File: src/sv/slp_mul.sv
// Registered signed multiplier used for interpolation and loop-bound scaling.
// No dependencies.
module slp_mul #(
	parameter int AW = 26,
	parameter int BW = 18
) (
	input  logic                      clk,
	input  logic signed [AW-1:0]      a,
	input  logic signed [BW-1:0]      b,
	output logic signed [AW+BW-1:0]   p_s1
);
	always_ff @(posedge clk) begin
		p_s1 <= a * b;
	end
endmodule

File: config.mk
export PLATFORM = sky130hd
export DESIGN_NAME = slp_mul
export DESIGN_NICKNAME = d
export VERILOG_FILES = /design/src/sv/slp_mul.sv
export SDC_FILE = /design/constraint.sdc
export NUM_CORES = 1
export LEC_CHECK = 0
export BUFFER_PORTS_ARGS = -buffer_cell sky130_fd_sc_hd__buf_2
export CAP_MARGIN = 5
export CORE_ASPECT_RATIO = 1.5
export CORE_MARGIN = 10
export CORE_UTILIZATION = 32
export CTS_CLUSTER_DIAMETER = 100
export DETAILED_ROUTE_END_ITERATION = 12
export GPL_ROUTABILITY_DRIVEN = 1
export GPL_TIMING_DRIVEN = 0
export PLACE_DENSITY_LB_ADDON = 0.3
export SETUP_SLACK_MARGIN = 0.3
export SYNTH_ARGS = -nofsm -noshare
export SYNTH_HDL_FRONTEND = slang
export SYNTH_SLANG_ARGS = --single-unit
File: constraint.sdc
create_clock -name clk -period 6.75 [get_ports clk]
set_input_delay 1.35 -clock clk [delete_from_list [all_inputs] [get_ports clk]]
set_output_delay 1.35 -clock clk [all_outputs]
set_load 0.05 [all_outputs]
==> summary.txt, run 1 <==
Routing
  • Drt pass-1 iters: 4
  • ANT nets after route: 0
  • Via Count: around 13000
  • Via density: between 4 and 5
  • DRC: 0
  • Initial DRC Count: 452
  • Routed WL: between 50000 and 60000 um
  • Wire per inst: between 20 and 25 um

Layout
  • Top Registers: p_s1 x44
  • # nets final: about 2700
  • FF+latch area: slightly below 900 um2
  • Share of cells above drive strength 1: 20.3%
  • Largest register FFs: 44
  • Non-Filler Instances: 2773
  • Top reg by flops: p_s1
  • Area growth, synth to finish: 25.3%
  • Multi-input logic area: 15100 um2
  • Fill cell count: between 5000 and 6000

Die
  • Die H: around 310 um
  • Core area: approximately 54000 um2
  • Initial Util: 32.4%
  • Io pins: slightly below 90
  • Rows: between 100 and 150
  • Die area: 64500 um2
  • Die W: around 210 um

Setup path
  • CP Data Required Time: approximately 7 ns
  • Worst Path Arrival: ~7.4 ns
  • CP Class: in -> reg
  • Crit path top cell by count: fa_1
  • Slowest CP cell: fa_1
  • Crit-path cells: buf_12 > clkbuf_16 > and2_4 > fa_1 > inv_2 > fa_1 > inv_2 > fa_1 > fa_1 > fa_1 > inv_2 > fa_1 > inv_2 > ha_4 > and3_4 > and3_4 > a221oi_4 > o41ai_4 > o2111ai_2 > nand3_4 > a21oi_4 > or4b_4 > o311ai_2
  • Startpoint types: input pin
  • CP max stage delay: between 0.5 and 0.6 ns
  • Crit. End Element: flip-flop
  • Worst Path Max Fanout: 5

Clocking
  • Clock buffer depth: 2
  • Total CTS buffers: 5
  • CTS tree: done
  • Clock slew at reported path FFs: roughly 0.080 ns
  • CTS root buf: clkbuf_16
  • CTS sink cnt: 44
  • H-tree levels: 2
  • CTS Hold Bufs: 0

STA
  • Fin. max-slew vios: 0
  • Fin crit period: 7.10 ns
  • Final setup viols: 11
  • RSZ-0062 raised after global routing: true
  • Period utilisation layout: 105%
  • Final Hold Viols: 0
  • Relative slew slack: around 58%
  • Highest clock rate: between 100 and 150 MHz
  • Setup slack after layout: -0.351 ns
  • Worst Tran Pin Value: between 0.6 and 0.7 ns

GRT
  • Vias in the first global route: about 15000
  • Initial antenna violation count: 1
  • Largest net degree at the start of global routing: 16
  • GRT Util Overall: 18.3%
  • First-pass GRT wire length: ~90000 um
  • Total global routing overflow: 0

Logic synthesis
  • Avg Cell Area, Syn: 9.10 um2
  • Flops & latches, synth: 44
  • Post-Syn Area: around 17000 um2
  • Async S/R FF share, synth: 0%
  • Netlist cell types: between 50 and 60
  • Net Count, Synth: 2528
  • Post-synth EDFFs: 0
  • Synth Instances: around 1900
  • Register area share after synthesis: 5.05%
  • Synth Flop Type: dfxtp_1
  • Synthesis Warnings: 0

Placed design
  • Final Wtd Congestion: around 0.95
  • I/O Buffers: 74
  • Post-detail-place hpwl: 47300 um
  • Placed cells: between 2000 and 3000
  • DP Worst Slack: -1.61 ns

Outcome
  • Status: finished with violations
  • Failing checks: setup timing

Run
  • Max_cap viols: 0

Worst hold path
  • Min-Delay Path Class: in -> reg
per-layer routing:
| layer | vias up | track usage [%] | wire length, um |
|---|---|---|---|
| met5 | - | 0 | 0 |
| met4 | 0 | 12.0 | 4150 |
| met3 | 127 | 1.72 | 1980 |
| met2 | 345 | 35.4 | 31400 |
| met1 | 6795 | 18.1 | 18800 |
| li1 | 5793 | - | - |
cells in the mapped netlist, drive strengths merged, types with 3 or more instances:
master	number	area, um2
and4	3	26.3
nand4	3	18.8
nand2	280	1050
o21bai	7	52.6
o21a	4	30.0
a211o	3	26.3
ha	109	1360
nand2b	11	68.8
and2	178	1110
xnor2	33	289
fa	457	9150
dfxtp	44	881
a21o	16	121
inv	537	2020
nor3	8	40.0
a21oi	37	204
o211ai	4	35.0
o21ai	18	93.8
xor2	10	87.6
clkbuf	79	297
a211oi	5	37.5
nor2	34	128
and3	5	41.3
nand3	8	45.0
layout by cell type (no fill, tap or decap), types with 31 or more instances in the layout:
cell type,synthesis,layout
inv_1,537,504
fa_1,457,431
nand2_1,280,263
and2_1,178,164
ha_1,109,75
buf_4,0,59
buf_2,0,48
dfxtp_1,44,44
clkbuf_16,0,43
inv_2,0,33
buf_6,0,33
nor2_1,34,32
xnor2_1,33,31
through the flow:
stage	area [um2]	hold WS (ns)	setup TNS, ns	utilization, %
2_1_floorplan	18000	1.47	-0.157	-
3_3_place_gp	19200	1.71	-30.01	35.7
3_5_place_dp	19200	1.71	-31.32	35.7
4_1_cts	21200	1.28	-2.16	39.3
5_1_grt	21900	1.29	-4.38	40.6
6_report	21900	1.28	-1.68	40.6
worst max-delay path: cells and delay by family:
| kind | cells | cell delay, ns |
|---|---|---|
| AO/OA/AOI/OAI | 5 | 1.05 |
| adder cells (fa/ha/maj) | 7 | 3.32 |
| buffers and inverters | 6 | 0.46 |
| AND/OR/NAND/NOR | 5 | 1.13 |
worst paths after layout:
path	slack [ns]	endpoint	startpoint	cells past startpoint
hold / removal	1.28	p_s1[0]	b[0]	2
setup / recovery	-0.35	p_s1[40]	a[5]	23
kinds of logic (layout without fill, tap and decap cells):
family / Yosys count / count (layout) / synth area share (%)
compound gates: 110 / 110 / 4.40
xor+xnor: 43 / 43 / 2.16
fa+ha+maj: 566 / 566 / 60.3
buf+inv: 616 / 781 / 13.3
flops: 44 / 44 / 5.05
mux: 1 / 1 / 0.0574
other cells: 0 / 2 / 0
simple gates: 537 / 537 / 14.8
layout make-up:
| type | count | area share, % |
|---|---|---|
| clock buffers | 5 | 0.572 |
| multi-input cells | 1257 | 69.0 |
| clock inverters | 3 | 0.212 |
| diodes | 2 | 0.0229 |
| inverters | 537 | 9.22 |
| well taps | 689 | 3.94 |
| flip-flops and latches | 44 | 4.03 |
| plain buffers | 79 | 6.65 |
| repair buffers | 157 | 6.37 |
repair_timing:
item | CTS | global route
gates cloned | 0 | 1
setup endpoints to repair | 29 | 26
pin swaps | 73 | 51
buffers inserted | 42 | 40
resized for setup | 299 | 127
Power of run 1 is not shown: default switching activity piles up to over one toggle a cycle in this logic, so the estimate is an artifact.
==> inputs of run 2 (changes only) <==
--- a/config.mk
+++ b/config.mk
@@ -16,6 +16,7 @@
 export GPL_TIMING_DRIVEN = 0
 export PLACE_DENSITY_LB_ADDON = 0.3
 export SETUP_SLACK_MARGIN = 0.3
+export SKIP_LAST_GASP = 1
 export SYNTH_ARGS = -nofsm -noshare
 export SYNTH_HDL_FRONTEND = slang
 export SYNTH_SLANG_ARGS = --single-unit
==> summary.txt, run 2 (same netlist as run 1, synthesis figures left out) <==
GRT
  • First-pass GRT wire length: 88200 um (was 88300 um)
  • Vias in the first global route: 15100 (about the same)
  • Total global routing overflow: 0 (unchanged)
  • Initial antenna violation count: 1 (unchanged)
  • Largest net degree at the start of global routing: 16 (unchanged)
  • GRT Util Overall: 18.3% (about the same)

STA
  • Period utilisation layout: 105% (about the same)
  • Highest clock rate: 141 MHz (about the same)
  • Worst Tran Pin Value: 0.631 ns (was 0.628 ns)
  • Hold WS: 1.28 ns (about the same)
  • RSZ-0062 raised after global routing: true (unchanged)
  • Relative slew slack: 57.8% (was 58.0%)
  • Final Hold Viols: 0 (unchanged)
  • Final setup viols: 14 (was 11)
  • Fin crit period: 7.07 ns (was 7.10 ns)
  • Fin. max-slew vios: 0 (unchanged)
  • Setup slack after layout: -0.325 ns (was -0.351 ns)

Setup path
  • Startpoint types: input pin (unchanged)
  • Critical path depth in cells: 22 (was 23)
  • Crit path max-delay family: adder cells (unchanged)
  • CP Data Required Time: 7.00 ns (about the same)
  • Slowest CP cell: fa_1 (unchanged)
  • Crit. End Element: flip-flop (unchanged)
  • CP Class: in -> reg (unchanged)
  • CP Buf/Inv Count: 5 (was 6)
  • Crit path top cell by count: fa_1 (unchanged)
  • Worst Path Max Fanout: 10 (was 5)
  • CP max stage delay: 0.55 ns (about the same)
  • Crit-path cells: buf_4 > clkbuf_16 > nand2_1 > fa_1 > fa_1 > inv_2 > fa_1 > fa_1 > fa_1 > inv_2 > fa_1 > inv_2 > ha_4 > and3_4 > and3_4 > a221oi_4 > o41ai_4 > o2111ai_2 > nand3_4 > a21oi_4 > or4b_4 > o311ai_2 (was buf_12 > clkbuf_16 > and2_4 > fa_1 > inv_2 > fa_1 > inv_2 > fa_1 > fa_1 > fa_1 > inv_2 > fa_1 > inv_2 > ha_4 > and3_4 > and3_4 > a221oi_4 > o41ai_4 > o2111ai_2 > nand3_4 > a21oi_4 > or4b_4 > o311ai_2)
  • Worst setup startpoint: a[1] (was a[5])
  • Critical Path Sink: p_s1[40] (unchanged)
  • Worst Path Arrival: 7.32 ns (was 7.35 ns)

Clocking
  • Clock slew at reported path FFs: 0.08 ns (about the same)
  • CTS root buf: clkbuf_16 (unchanged)
  • Clock buffer depth: 2 (unchanged)
  • CTS sink cnt: 44 (unchanged)
  • CTS Hold Bufs: 0 (unchanged)
  • H-tree levels: 2 (unchanged)
  • Total CTS buffers: 5 (unchanged)
  • CTS tree: done (unchanged)

Placed design
  • I/O Buffers: 74 (unchanged)
  • Placed Area: 19200 um2 (unchanged)
  • Final Wtd Congestion: 0.954 (unchanged)
  • Placed cells: 2680 (unchanged)
  • DP Worst Slack: -1.61 ns (unchanged)
  • Post-detail-place hpwl: 47300 um (unchanged)

Die
  • Die H: 306 um (unchanged)
  • Io pins: 89 (unchanged)
  • Die W: 211 um (unchanged)
  • Rows: 104 (unchanged)
  • Die area: 64500 um2 (unchanged)
  • Initial Util: 32.4% (unchanged)
  • Core area: 53900 um2 (unchanged)

Layout
  • Commonest non-fill, non-tap cell in the layout: inv_1 (unchanged)
  • Top Registers: p_s1 x44 (unchanged)
  • Share of cells above drive strength 1: 18.4% (was 20.3%)
  • Area growth, synth to finish: 23.9% (was 25.3%)
  • Non-Filler Instances: 2766 (was 2773)
  • Commonest cells after routing, fill and taps aside: inv_1, fa_1, nand2_1 (unchanged)
  • Top reg by flops: p_s1 (unchanged)
  • Fill cell count: 5423 (was 5400)
  • FF+latch area: 881 um2 (unchanged)
  • Multi-input logic area: 15000 um2 (was 15100 um2)
  • Finished Cell Area: 21600 um2 (was 21900 um2)
  • # nets final: 2686 (was 2692)
  • Largest register FFs: 44 (unchanged)

Routing
  • Wire per inst: 20.2 um (was 20.3 um)
  • Via Count: 13000 (was 13100)
  • ANT nets after route: 0 (unchanged)
  • DRC: 0 (unchanged)
  • Via density: 4.69 (was 4.71)
  • Initial DRC Count: 445 (was 452)
  • Routed WL: 56000 um (was 56300 um)
  • Drt pass-1 iters: 5 (was 4)

Run
  • Max_cap viols: 0 (unchanged)

Outcome
  • Failing checks: setup timing (unchanged)
  • Status: finished with violations (unchanged)

Worst hold path
  • Min-Delay Path Class: in -> reg (unchanged)
run 2: final cells by class:
type                            instances  share of cell area, %
Buffer                                 79                   6.65
Inverter                              537                   9.33
Sequential cell                        44                   4.08
Clock inverter                          3                  0.214
Clock buffer                            5                  0.579
Antenna cell                            1                 0.0116
Tap cell                              689                   3.99
Multi-Input combinational cell       1257                   69.3
Timing Repair Buffer                  151                   5.84
run 2: worst min path at each step:
stage,from,endpoint,slack (ns),cells after the start
final,b[0],p_s1[0],1.28,2
after global routing,b[0],p_s1[0],1.29,2
after CTS,b[0],p_s1[0],1.28,2
after detailed placement,a[0],p_s1[0],1.71,2
after global placement,a[0],p_s1[0],1.71,2
after floorplan,b[0],p_s1[0],1.47,1
run 2: repair_timing:
| item | in CTS | in global routing |
|---|---|---|
| buffers inserted | 42 | 35 |
| pin swaps | 67 | 44 |
| setup endpoints to repair | 29 | 26 |
| resized for setup | 282 | 80 |
run 2: metrics by stage:
stage | TNS, ns | util, %
floorplan | -0.157 | -
global placement | -30.01 | 35.7
detailed placement | -31.32 | 35.7
CTS | -2.35 | 39.1
global route | -5.42 | 40.1
finish | -2.14 | 40.1
run 2: per-layer routing:
layer	share of wire, %	vias up	GRT usage [%]	wire [um]
met2	56	303	35.4	31100
met3	3.1	141	1.70	1730
met4	7.8	0	11.8	4360
met5	0	-	0	0
met1	34	6749	18.1	18800
li1	-	5778	-	-
Power of run 2 is left out for the same reason.
==> inputs of run 3 (changes only) <==
--- a/config.mk
+++ b/config.mk
@@ -13,7 +13,7 @@
 export CTS_CLUSTER_DIAMETER = 100
 export DETAILED_ROUTE_END_ITERATION = 12
 export GPL_ROUTABILITY_DRIVEN = 1
-export GPL_TIMING_DRIVEN = 0
+export GPL_TIMING_DRIVEN = 1
 export PLACE_DENSITY_LB_ADDON = 0.3
 export SETUP_SLACK_MARGIN = 0.3
 export SKIP_LAST_GASP = 1
==> summary.txt, run 3 (same netlist as run 1, synthesis figures left out) <==
Outcome
  • Status: finished with violations (unchanged)
  • Failing checks: setup timing (unchanged)

Routing
  • Drt pass-1 iters: 5 (unchanged)
  • Via Count: 13300 (was 13000)
  • ANT nets after route: 0 (unchanged)
  • Routed WL: 50800 um (was 56000 um)
  • Via density: 4.57 (was 4.69)
  • Wire per inst: 17.5 um (was 20.2 um)
  • DRC: 0 (unchanged)
  • Initial DRC Count: 430 (was 445)

Setup path
  • CP Class: in -> reg (unchanged)
  • Crit-path cells: buf_4 > and2_4 > fa_2 > fa_1 > inv_2 > fa_1 > fa_1 > inv_2 > fa_1 > inv_1 > fa_1 > inv_2 > ha_4 > and3_4 > and3_4 > a221oi_4 > o41ai_4 > buf_12 > o2111ai_4 > nand3_4 > a21oi_4 > or4b_1 > o311ai_1 (was buf_4 > clkbuf_16 > nand2_1 > fa_1 > fa_1 > inv_2 > fa_1 > fa_1 > fa_1 > inv_2 > fa_1 > inv_2 > ha_4 > and3_4 > and3_4 > a221oi_4 > o41ai_4 > o2111ai_2 > nand3_4 > a21oi_4 > or4b_4 > o311ai_2)
  • CP max stage delay: 0.57 ns (was 0.55 ns)
  • CP Data Required Time: 7.01 ns (was 7.00 ns)
  • CP Buf/Inv Count: 6 (was 5)
  • Crit path max-delay family: adder cells (unchanged)
  • Worst Path Max Fanout: 5 (was 10)
  • Crit path top cell by count: fa_1 (unchanged)
  • Crit. End Element: flip-flop (unchanged)
  • Slowest CP cell: fa_1 (unchanged)
  • Worst Path Arrival: 7.08 ns (was 7.32 ns)
  • Startpoint types: input pin (unchanged)

Die
  • Die H: 306 um (unchanged)
  • Core area: 53900 um2 (unchanged)
  • Rows: 104 (unchanged)
  • Die area: 64500 um2 (unchanged)
  • Die W: 211 um (unchanged)
  • Io pins: 89 (unchanged)
  • Initial Util: 32.4% (unchanged)

Layout
  • Fill cell count: 5436 (was 5423)
  • Non-Filler Instances: 2907 (was 2766)
  • Largest register FFs: 44 (unchanged)
  • # nets final: 2828 (was 2686)
  • Commonest cells after routing, fill and taps aside: inv_1, fa_1, nand2_1 (unchanged)
  • Top reg by flops: p_s1 (unchanged)
  • Multi-input logic area: 15100 um2 (was 15000 um2)
  • Top Registers: p_s1 x44 (unchanged)
  • Share of cells above drive strength 1: 25.1% (was 18.4%)
  • FF+latch area: 881 um2 (unchanged)
  • Antenna Cells: 0 (was 1)
  • Commonest non-fill, non-tap cell in the layout: inv_1 (unchanged)
  • Area growth, synth to finish: 27.6% (was 23.9%)

STA
  • Setup slack after layout: -0.0646 ns (was -0.325 ns)
  • Setup TNS: -0.199 ns (was -2.14 ns)
  • Fin crit period: 6.81 ns (was 7.07 ns)
  • Worst Tran Pin Value: 0.389 ns (was 0.631 ns)
  • Relative slew slack: 73.9% (was 57.8%)
  • Fin. max-slew vios: 0 (unchanged)
  • Final setup viols: 4 (was 14)
  • Period utilisation layout: 101% (was 105%)
  • Highest clock rate: 147 MHz (was 141 MHz)
  • RSZ-0062 raised after global routing: true (unchanged)
  • Final Hold Viols: 0 (unchanged)

Clocking
  • CTS root buf: clkbuf_16 (unchanged)
  • CTS Hold Bufs: 0 (unchanged)
  • CTS sink cnt: 44 (unchanged)
  • Total CTS buffers: 5 (unchanged)
  • CTS tree: done (unchanged)
  • Clock buffer depth: 2 (unchanged)
  • H-tree levels: 2 (unchanged)
  • Clock slew at reported path FFs: 0.09 ns (was 0.08 ns)

GRT
  • Total global routing overflow: 0 (unchanged)
  • GRT Util Overall: 16.5% (was 18.3%)
  • First-pass GRT wire length: 82400 um (was 88200 um)
  • Vias in the first global route: 15700 (was 15100)
  • Largest net degree at the start of global routing: 19 (was 16)
  • Initial antenna violation count: 2 (was 1)

Placed design
  • Post-detail-place hpwl: 45000 um (was 47300 um)
  • Final Wtd Congestion: 0.855 (was 0.954)
  • Placed cells: 2864 (was 2680)
  • I/O Buffers: 88 (was 74)

Run
  • Max_cap viols: 0 (unchanged)

Worst hold path
  • Hold Path End: p_s1[3] (was p_s1[0])
  • Hold Crit Start: b[3] (was b[0])
  • Min-Delay Path Class: in -> reg (unchanged)
  • Hold path depth: 3 (was 2)
run 3: cell types whose count changed in the layout (fill, tap and decap cells not counted), sizes merged:
cell,previous run,this run
clkbuf,75,8
diode,1,0
buf,160,368
bufbuf,0,1
run 3: cell type report:
class                   instances  area share, %
multi-input cells            1257           67.8
well taps                     689           3.87
flip-flops and latches         44           3.96
clock inverters                 3          0.208
repair buffers                372           14.5
clock buffers                   5          0.562
inverters                     537           9.07
run 3: worst max-delay path by stage:
stage / slack, ns / startpoint / cells after the start / to
after global routing: -0.26 / b[9] / 26 / p_s1[40]
after detailed placement: -1.0 / b[5] / 26 / p_s1[40]
after floorplan: -0.14 / a[16] / 24 / p_s1[40]
final: -0.06 / a[14] / 23 / p_s1[40]
after global placement: -0.97 / a[9] / 22 / p_s1[38]
after CTS: -0.16 / b[5] / 25 / p_s1[40]
run 3: what timing repair did:
item	in CTS	in global routing
gates cloned	1	1
resized for setup	170	123
endpoints found under the setup margin	25	24
setup buffers	23	10
pin swaps	84	99
run 3: metal layers:
metal | GRT usage [%] | vias to the layer above | part of all wire (%)
met5 | 0 | - | 0.053
met4 | 9.91 | 4 | 6.6
met3 | 2.11 | 129 | 3.5
met2 | 32.2 | 275 | 57
met1 | 16.2 | 6817 | 33
li1 | - | 6052 | -
run 3: per-stage QoR:
step	utilization (%)	cell area, um2	worst slack (ns)	hold WS (ns)
floorplan	-	18000	-0.142	1.47
global placement	38.4	20700	-0.974	1.82
detailed placement	38.4	20700	-0.996	1.82
CTS	40.3	21700	-0.157	1.43
global route	41.3	22300	-0.262	1.46
finish	41.3	22300	-0.0646	1.44
Power of run 3 is left out for the same reason.
