`src/sv/slp_div.sv`:
```
// Restoring divider, one quotient bit per cycle, shared by loop wrap and position.
// No dependencies.
module slp_div #(
	parameter int W = 59
) (
	input  logic         clk,
	input  logic         arst_n,
	input  logic         start,
	input  logic [W-1:0] dividend,
	input  logic [W-1:0] divisor,
	output logic         done,
	output logic [W-1:0] quotient,
	output logic [W-1:0] remainder
);
	localparam int CW = $clog2(W + 1);

	logic [W-1:0]  rem_q;
	logic [W-1:0]  quo_q;
	logic [W-1:0]  dvs_q;
	logic [CW-1:0] cnt_q;
	logic          busy_q;
	logic          done_q;
	logic [W:0]    trial;
	logic [W:0]    diff;

	assign trial = {rem_q, quo_q[W-1]};
	assign diff  = trial - {1'b0, dvs_q};

	always_ff @(posedge clk or negedge arst_n) begin
		if (!arst_n) begin
			busy_q <= 1'b0;
			done_q <= 1'b0;
			cnt_q  <= '0;
			rem_q  <= '0;
			quo_q  <= '0;
			dvs_q  <= '0;
		end else if (start) begin
			rem_q  <= '0;
			quo_q  <= dividend;
			dvs_q  <= divisor;
			cnt_q  <= CW'(W);
			busy_q <= 1'b1;
			done_q <= 1'b0;
		end else if (busy_q) begin
			if (!diff[W]) begin
				rem_q <= diff[W-1:0];
				quo_q <= {quo_q[W-2:0], 1'b1};
			end else begin
				rem_q <= trial[W-1:0];
				quo_q <= {quo_q[W-2:0], 1'b0};
			end
			cnt_q <= cnt_q - CW'(1);
			if (cnt_q == CW'(1)) begin
				busy_q <= 1'b0;
				done_q <= 1'b1;
			end
		end else begin
			done_q <= 1'b0;
		end
	end

	assign done      = done_q;
	assign quotient  = quo_q;
	assign remainder = rem_q;
endmodule

```
`config.mk`:
```
export PLATFORM = sky130hd
export DESIGN_NAME = slp_div
export DESIGN_NICKNAME = d
export VERILOG_FILES = /design/src/sv/slp_div.sv
export SDC_FILE = /design/constraint.sdc
export NUM_CORES = 1
export LEC_CHECK = 0
export BUFFER_PORTS_ARGS = -buffer_cell sky130_fd_sc_hd__buf_2
export CAP_MARGIN = 15
export CORE_MARGIN = 5
export CORE_UTILIZATION = 50
export DETAILED_ROUTE_END_ITERATION = 12
export HOLD_SLACK_MARGIN = 0.05
export PLACE_DENSITY_LB_ADDON = 0.2
export REMOVE_ABC_BUFFERS = 1
export SLEW_MARGIN = 20
export SYNTH_ARGS = -nofsm -noshare
export SYNTH_HDL_FRONTEND = slang
export SYNTH_SLANG_ARGS = --single-unit
```
`constraint.sdc`:
```
create_clock -name clk -period 3.1 [get_ports clk]
set_input_delay 0.93 -clock clk [delete_from_list [all_inputs] [get_ports clk]]
set_output_delay 0.93 -clock clk [all_outputs]
set_load 0.1 [all_outputs]
```
==> flow_metrics.tcl, run 1 <==
set metrics [dict create \
    vias 11600 \
    timing.final.crit_period_ns 3.46 \
    cts.hold.buffers_added 0 \
    grt-ovfl-total 0 \
    viasPerCell 5.51 \
    start_util 0.512 \
    clock_latency_ns 0.46 \
    nNetsFinal 1955 \
    fp.dieH_um 163 \
    grt_pass1_vias 11500 \
    ant_nets 0 \
    wl_per_cell_um 17.6 \
    path_clk_slew_ns 0.08 \
    hold_viol 0 \
    grt_pass1_wl_mm 59.4 \
    drtIter0Drc 788 \
    dp_hpwl_mm 26.2 \
    slew_headroom 0.484 \
    yosys_warnings 0 \
    tritoncts.num_buffers 17 \
    gr-usage-met2 0.434 \
    gp_congestion 0.910 \
    ff2ff_setup_slack_ns -0.36 \
    cts_sinks 185 \
    worst_slack_ns -0.364 \
    fmax_mhz 289 \
    row_count 55 \
    drive_gt1_frac 0.310 \
    synthTopCellsByArea "dfrtp_1 (40%), nand2_1 (9.0%), o21ai_0 (6.7%)" \
    dieArea_um2 26500 \
    cp-end-kind "register" \
    antenna_found_initial 0 \
    place.port_buffers 239 \
    rr_worst_depth 15 \
    worstSetupStartpointType "register" \
    reg2reg_from "remainder[0]" \
    synth_edf_count 0 \
    cp.arrival_ns 3.81 \
    finalSetupViolCount 60 \
    routed_wl_mm 36.9 \
    setup.worst_path.start "remainder[0]" \
    slew_viol_final 0 \
    track_usage 0.275 \
    dp.cells 2042 \
    violations "setup timing" \
    drv_cap 0 \
    totalPowerFinal_w 0.0143 \
    ir_drop_mv 0.445 \
    skew_ns 0.0169 \
    coreArea_um2 22800 \
    ys_seq_area_frac 0.397 \
    cts_tree "built" \
    async_flop_share 1.00 \
    cts_max_level 4 \
    diodes 0 \
    syn_inst 1392 \
    p_leak_nw 8.29 \
    grt_start_max_net_pins 133 \
    grt_busiest_layer "met2" \
    synth_cell_types 67 \
    syn_area_um2 11700 \
    ios 240 \
    fillers 1867 \
    crit_end "remainder[29]" \
    status "finished, violations left" \
    grt_use_met1 0.381 \
    hold_path.class "in -> async" \
    synth_top_cell_area_share 0.397 \
    synthFlopType "dfrtp_1" \
    ys_seq_elements 185 \
    gr-usage-met3 0.0618 \
    worstPathRequired_ns 3.45 \
    hold_ws_ns 0.423 \
    die_x_um 163 \
    p_per_area_nw_per_um2 906 \
    syn_avg_cell_area_um2 8.37 \
    first_pass_iters 5 \
    cts-root-buf "clkbuf_16" \
    place_ws_ns -0.353 \
    setup-tns-final_ns -15.99 \
    rsz0062_at_grt "yes" \
    worstMarginPinSlew_ns 0.774 \
    period_share 1.12 \
    area_delta_synth_final_pct 35.4 \
    finalNonFillerCells 2098 \
    r2r-end "remainder[29]" \
    drc_errors 0 \
    synth_largest_area_cell "dfrtp_1" \
    crit_fanout 8 \
    cts_max_path_buffers 2 \
    worstSetupPathType "reg -> reg" \
]
[final cells by class]
| class | instances | area [um^2] | area share |
|---|---|---|---|
| sequential | 185 | 4630 | 0.293 |
| clock inverter | 15 | 203 | 0.0128 |
| multi-input combinational | 1051 | 6810 | 0.431 |
| tap | 313 | 392 | 0.0248 |
| timing repair buffer | 441 | 3040 | 0.192 |
| clock buffer | 17 | 425 | 0.0269 |
| inverter | 76 | 285 | 0.0181 |
[flip-flops by register name, summed over array words and instances (netlist names)]
signal and cells:
dvs_q 59, quotient 59, remainder 59, cnt_q 6, busy_q 1, done 1
[what timing repair did]
item / in CTS / in global routing
pin swaps: 12 / 13
resized for setup: 43 / 52
setup buffers: 14 / 5
endpoints found under the setup margin: 60 / 60
gates cloned: 4 / 2
[cells in the mapped netlist, types with 4 or more instances]
cell type	count
a311oi_1	45
nor3_1	12
o21ai_1	14
xnor2_1	34
a21o_1	27
o21bai_1	13
a21boi_0	4
a211oi_1	7
nand3_1	16
mux2i_1	61
nand2b_1	4
a211o_1	4
clkbuf_1	64
nor2b_1	7
o211ai_1	5
and3_1	10
inv_1	76
a31oi_1	12
a21oi_1	84
o21ai_0	155
buf_6	4
o21a_1	6
nand2_1	279
xor2_1	21
nand4_1	9
dfrtp_1	185
ha_1	61
buf_2	10
nor2_1	106
[stage by stage]
| stage | utilization | instance area, um^2 |
|---|---|---|
| 2_1_floorplan | - | 11300 |
| 3_3_place_gp | 0.631 | 14400 |
| 3_5_place_dp | 0.631 | 14400 |
| 4_1_cts | 0.678 | 15400 |
| 5_1_grt | 0.693 | 15800 |
| 6_report | 0.693 | 15800 |
[worst min path at each step]
stage	startpoint	end	slack (ns)	cells after the start
after global routing	arst_n	quotient[30]	0.47	1
after global placement	dvs_q[0]	dvs_q[0]	0.50	1
after detailed placement	cnt_q[4]	cnt_q[4]	0.51	2
after floorplan	dvs_q[0]	dvs_q[0]	0.48	1
after CTS	arst_n	quotient[30]	0.45	1
final	arst_n	quotient[30]	0.42	1
[power by group]
group	internal, W	switching [W]
Clock	0.00117	0.00117
Combinational	0.00335	0.00557
Sequential	0.00277	0.000275
[per-layer routing]
metal,wire [um],vias to the layer above
li1,-,5613
met1,16500,5495
met2,17000,389
met3,2430,66
met4,917,0
met5,0,-
[placed cells by master (no fill, tap or decap), types with 34 or more instances in the layout]
| cell type | instances |
|---|---|
| ha_1 | 58 |
| dfrtp_1 | 184 |
| buf_2 | 237 |
| a21oi_1 | 78 |
| xnor2_1 | 34 |
| inv_1 | 75 |
| mux2i_1 | 61 |
| buf_4 | 176 |
| o21ai_0 | 154 |
| nor2_1 | 106 |
| nand2_1 | 266 |
[critical path, stage by stage (launching register included)]
cell and delay [ns]:
dfrtp_1 0.42, ha_4 0.27, nor2b_4 0.13, o211ai_1 0.16, a31oi_2 0.26, o41ai_4 0.15
or3_4 0.39, a2111oi_4 0.38, nor2_4 0.11, buf_12 0.15, xnor2_4 0.23, buf_6 0.15
buf_12 0.13, buf_4 0.12, nand2_4 0.04, a311oi_2 0.26
[kinds of logic (layout without fill, tap and decap cells)]
family,after synthesis,after routing,synth area share
compound gates,406,406,0.218
xor+xnor,57,57,0.0441
fa+ha+maj,62,62,0.0672
buf+inv,156,549,0.0542
flops,185,185,0.397
mux,63,63,0.0543
simple gates,463,463,0.165
Note: power is estimated with default switching activity, not from simulation.
==> inputs of run 2 (changes only) <==
--- a/config.mk
+++ b/config.mk
@@ -5,13 +5,14 @@
 export SDC_FILE = /design/constraint.sdc
 export NUM_CORES = 1
 export LEC_CHECK = 0
+export ABC_CLOCK_PERIOD_IN_PS = 3100
 export BUFFER_PORTS_ARGS = -buffer_cell sky130_fd_sc_hd__buf_2
 export CAP_MARGIN = 15
 export CORE_MARGIN = 5
 export CORE_UTILIZATION = 50
 export DETAILED_ROUTE_END_ITERATION = 12
 export HOLD_SLACK_MARGIN = 0.05
-export PLACE_DENSITY_LB_ADDON = 0.2
+export PLACE_DENSITY = 0.77
 export REMOVE_ABC_BUFFERS = 1
 export SLEW_MARGIN = 20
 export SYNTH_ARGS = -nofsm -noshare
==> run 2 against run 1 <==
Against the previous run: the run still ends with setup timing left; via count is 0.15% higher; largest cell class unchanged; combinational power is 2.9% lower; maximum frequency is 4.0% higher; clock skew is 0.0019 ns higher; worst hold slack better by 0.073 ns; highest routed layer unchanged; non-clock buffer count is 3 lower; global-route usage is 0.71 points lower.
==> flow_metrics.tcl, run 2 (same netlist as run 1, synthesis figures left out) <==
set metrics [dict create \
    status "finished, violations left" \
    violations "setup timing" \
    ant_nets 0 \
    grt_use_met1 0.355 \
    diodes 0 \
    row_count 55 \
    period_share 1.07 \
    slew_headroom 0.483 \
    drc_errors 0 \
    dp.cells 2038 \
    ios 240 \
    coreArea_um2 22800 \
    rr_worst_depth 13 \
    internal_power_w 0.00696 \
    finalNonFillerCells 2095 \
    path_clk_slew_ns 0.08 \
    grt_start_max_net_pins 120 \
    p_sw_frac 0.499 \
    cts-root-buf "clkbuf_16" \
    gr-usage-met2 0.443 \
    place.port_buffers 239 \
    wl_per_cell_um 17.3 \
    p_leak_nw 8.20 \
    antenna_found_initial 0 \
    cts_tree "built" \
    worstSetupPathType "reg -> reg" \
    finalSetupViolCount 60 \
    rsz0062_at_grt "yes" \
    worstPathRequired_ns 3.43 \
    grt-ovfl-total 0 \
    tritoncts.num_buffers 17 \
    pwr-share-clk 0.158 \
    grt_pass1_vias 11700 \
    final_cell_mix "nand2_1 (258), buf_2 (237), dfrtp_1 (184), buf_4 (182), o21ai_0 (154)" \
    gr-usage-met3 0.0532 \
    cp-end-kind "register" \
    totalPowerFinal_w 0.0139 \
    timing.final.crit_period_ns 3.33 \
    viasPerCell 5.53 \
    cts_sinks 185 \
    crit_fanout 13 \
    drv_cap 0 \
    power_frac_comb 0.622 \
    hold_path.class "in -> async" \
    final_util 0.691 \
    fmax_mhz 300 \
    start_util 0.512 \
    drive_gt1_frac 0.323 \
    grt_pass1_wl_mm 58.4 \
    dieArea_um2 26500 \
    grt_busiest_layer "met2" \
    final_common_cell "nand2_1" \
    dp_hpwl_mm 25.4 \
    worstSetupStartpointType "register" \
    clock_latency_ns 0.44 \
    vias 11600 \
    hold_viol 0 \
    p_sw_w 0.00694 \
    gp_congestion 0.943 \
    cp.arrival_ns 3.66 \
    cts_max_path_buffers 2 \
    track_usage 0.268 \
    skew_ns 0.0188 \
    worst_slack_ns -0.231 \
    p_per_area_nw_per_um2 884 \
    drtIter0Drc 864 \
    routed_wl_mm 36.3 \
    nNetsFinal 1952 \
    seqPwrFrac 0.219 \
    cts.hold.buffers_added 0 \
    cts_max_level 4 \
    die_x_um 163 \
    first_pass_iters 5 \
    ir_drop_mv 0.450 \
    slew_viol_final 0 \
    fp.dieH_um 163 \
    area_delta_synth_final_pct 35.0 \
    worstMarginPinSlew_ns 0.776 \
]
[run 2: worst max-delay path, cell delays in order, from the launching register on]
cell and delay (ns):
dfrtp_1 0.39, ha_1 0.28, nor2b_4 0.13, o211ai_1 0.14, a31oi_2 0.28, o41ai_4 0.14, or3_4 0.38, a2111oi_4 0.46
nor2_4 0.14, xnor2_4 0.18, buf_6 0.16, buf_12 0.15, nand2_1 0.07, a311oi_2 0.30
[run 2: final timing paths]
kind / start / to / slack, ns
max reg2reg: remainder[0] / remainder[46] / -0.23
min reg2reg: done / done / 0.53
max: remainder[0] / remainder[46] / -0.23
min in group clk: done / done / 0.53
max in group asynchronous: arst_n / quotient[22] / 1.90
min: arst_n / quotient[54] / 0.50
[run 2: layout make-up]
type	count	area (um^2)
tap	313	392
fill	1842	7040
clock inverter	14	155
sequential	185	4630
timing repair buffer	438	2880
multi-input combinational	1051	6960
clock buffer	18	429
inverter	76	285
[run 2: metal layers]
metal	vias to the layer above	wire length [um]
met3	66	2600
met4	0	928
met5	-	0
met1	5456	15500
met2	452	17300
li1	5606	-
[run 2: power by group through the flow]
stage	sequential [W]	clock [W]	combinational, W
floorplan	0.00509	0	0.00304
global placement	0.00305	0	0.00743
detailed placement	0.00307	0	0.00752
CTS	0.00304	0.00224	0.00829
global route	0.00309	0.00234	0.00917
finish	0.00305	0.00220	0.00865
[run 2: metrics by stage]
| step | worst slack [ns] | hold slack [ns] | instance area (um^2) | TNS (ns) |
|---|---|---|---|---|
| 2_1_floorplan | -2.42 | 0.485 | 11300 | -174.21 |
| 5_1_grt | -0.369 | 0.551 | 15700 | -18.50 |
| 6_report | -0.231 | 0.496 | 15700 | -9.71 |
| 3_3_place_gp | -0.162 | 0.504 | 14300 | -6.89 |
| 3_5_place_dp | -0.302 | 0.505 | 14300 | -12.74 |
| 4_1_cts | -0.179 | 0.518 | 15400 | -5.95 |
[run 2: repair_timing]
item,in CTS,in global routing
gates cloned,4,0
setup buffers,15,9
hold endpoints to repair,0,0
setup endpoints to repair,60,60
pin swaps,43,29
gates resized for setup,66,48
==> inputs of run 3 (changes only) <==
--- a/config.mk
+++ b/config.mk
@@ -5,14 +5,15 @@
 export SDC_FILE = /design/constraint.sdc
 export NUM_CORES = 1
 export LEC_CHECK = 0
-export ABC_CLOCK_PERIOD_IN_PS = 3100
+export ABC_CLOCK_PERIOD_IN_PS = 3900
 export BUFFER_PORTS_ARGS = -buffer_cell sky130_fd_sc_hd__buf_2
 export CAP_MARGIN = 15
-export CORE_MARGIN = 5
+export CORE_MARGIN = 3
 export CORE_UTILIZATION = 50
 export DETAILED_ROUTE_END_ITERATION = 12
+export GPL_ROUTABILITY_DRIVEN = 0
 export HOLD_SLACK_MARGIN = 0.05
-export PLACE_DENSITY = 0.77
+export PLACE_DENSITY = 0.74
 export REMOVE_ABC_BUFFERS = 1
 export SLEW_MARGIN = 20
 export SYNTH_ARGS = -nofsm -noshare
==> constraint.sdc (replaced) <==
create_clock -name clk -period 3.9 [get_ports clk]
set_input_delay 1.17 -clock clk [delete_from_list [all_inputs] [get_ports clk]]
set_output_delay 1.17 -clock clk [all_outputs]
set_load 0.1 [all_outputs]
==> run 3 against run 2 <==
Against the previous run: the flow now finishes without violations; largest power group unchanged; worst hold slack improved by 0.026 ns; critical path type unchanged; critical path depth up 2; total power fell by 31%; core utilization decreased by 8.3 points; maximum frequency decreased by 10%.
==> flow_metrics.tcl, run 3 (same netlist as run 1, synthesis figures left out) <==
set metrics [dict create \
    status "completed" \
    post_dp_cell_area_um2 13200 \
    path_clk_slew_ns 0.07 \
    worstSetupPathType "reg -> reg" \
    first_pass_iters 5 \
    final_area_um2 13800 \
    worstMarginPinSlew_ns 0.923 \
    worstSetupStartpointType "register" \
    drive_gt1_frac 0.198 \
    crit_fanout 5 \
    fp.dieH_um 159 \
    ir_drop_mv 0.346 \
    grt_start_max_net_pins 180 \
    row_count 55 \
    cp_common_cell "inv_1" \
    finalSetupViolCount 0 \
    place_ws_ns 0.270 \
    tritoncts.num_buffers 17 \
    ant_nets 0 \
    hold_viol 0 \
    slew_headroom 0.385 \
    cp-end-kind "register" \
    skew_ns 0.0123 \
    start_util 0.512 \
    area_delta_synth_final_pct 18.8 \
    drv_cap 0 \
    grt-ovfl-total 0 \
    rsz0062_at_grt "no" \
    cts_max_path_buffers 2 \
    crit_slowest_cell "a211oi_1" \
    grt_pass1_vias 10100 \
    max_stage_delay_ns 0.46 \
    place.port_buffers 239 \
    period_share 0.949 \
    regArea_um2 4630 \
    fillers 2043 \
    worstPathRequired_ns 4.21 \
    drtIter0Drc 943 \
    p_per_area_nw_per_um2 690 \
    final_common_cell "nand2_1" \
    vias 10700 \
    p_leak_nw 7.25 \
    crit_chain "inv_1, ha_1, inv_1, fa_1, a211oi_1, o21a_1, nor3b_1, or3b_1, a31oi_1, buf_4, o21ai_1, a31o_2, xor2_1, nand2_1, a311oi_1" \
    clock_latency_ns 0.43 \
    multi_input_area_um2 6420 \
    fmax_mhz 270 \
    dp_hpwl_mm 22.5 \
    nNetsFinal 1786 \
    wl_per_cell_um 16.2 \
    viasPerCell 5.53 \
    cts_tree "built" \
    coreArea_um2 22800 \
    dieArea_um2 25200 \
    cp.arrival_ns 4.01 \
    final_cell_mix "nand2_1 (279), buf_2 (237), dfrtp_1 (184), o21ai_0 (155), nor2_1 (106)" \
    grt_pass1_wl_mm 50.8 \
    slew_viol_final 0 \
    die_x_um 159 \
    ios 240 \
    track_usage 0.247 \
    antenna_found_initial 0 \
    worst_slack_ns 0.200 \
    cts-root-buf "clkbuf_16" \
    timing.final.crit_period_ns 3.70 \
    drc_errors 0 \
    cts_sinks 185 \
    hold_path.class "reg -> reg" \
    cts_max_level 4 \
    routed_wl_mm 31.2 \
]
[run 3: cell types whose count changed in the layout (fill, tap and decap cells not counted), sizes merged]
cell,previous run,this run
buf,437,270
clkinv,7,3
clkinvlp,0,2
bufinv,0,1
diode,0,1
inv,83,84
[run 3: final cells by class]
cell class,instances,area share
repair buffers,272,0.111
diodes,1,0.000181
flip-flops and latches,185,0.335
multi-input cells,1051,0.464
clock inverters,14,0.0109
clock buffers,17,0.0307
well taps,313,0.0283
inverters,76,0.0206
[run 3: final timing paths]
| kind | start | endpoint | slack (ns) | depth (start not counted) |
|---|---|---|---|---|
| setup / recovery | quotient[58] | remainder[48] | 0.20 | 15 |
| hold / removal | dvs_q[0] | dvs_q[0] | 0.52 | 1 |
| setup reg to reg | quotient[58] | remainder[48] | 0.20 | 15 |
| hold reg to reg | dvs_q[0] | dvs_q[0] | 0.52 | 1 |
| max in group asynchronous | arst_n | quotient[46] | 2.38 | 2 |
| min in group asynchronous | arst_n | dvs_q[56] | 0.78 | 1 |
[run 3: report_power, final]
part	internal, W	switching (W)	leakage, nW
registers	0.00220	0.000255	2.32
logic	0.00155	0.00381	4.65
clock network	0.000906	0.000835	0.279
total	0.00466	0.00490	7.25
[run 3: critical path, delay by kind of cell, from the launching register on]
family / cells / cell delay (ns)
DFF: 1 / 0.41
AOI/OAI and AO/OA: 6 / 1.50
buffers and inverters: 3 / 0.31
adders and majority gates: 2 / 0.60
and+or+nand+nor: 3 / 0.59
xor gates and xnor gates: 1 / 0.15
[run 3: per-layer routing]
metal	vias to the layer above	track usage	routed length (um)
li1	5284	-	-
met1	4979	0.359	14500
met2	354	0.377	14000
met3	54	0.0432	1940
met4	0	0.0778	750
met5	-	0	0
[run 3: metrics by stage]
| step | total power, W | TNS, ns | hold slack, ns | cells | utilization |
|---|---|---|---|---|---|
| final | 0.00955 | 0 | 0.522 | 1929 | 0.608 |
| after global placement | 0.00769 | 0 | 0.502 | 1895 | 0.582 |
| after detailed placement | 0.00775 | 0 | 0.511 | 1895 | 0.582 |
| after floorplan | 0.00646 | -73.41 | 0.485 | 1312 | - |
| after CTS | 0.00953 | 0 | 0.528 | 1926 | 0.607 |
| after global routing | 0.0101 | 0 | 0.555 | 1928 | 0.608 |
[run 3: timing repair]
action	CTS	global route
setup buffers	0	2
resized for setup	0	0
hold buffers	0	0
hold endpoints to repair	0	0
setup endpoints to repair	0	6
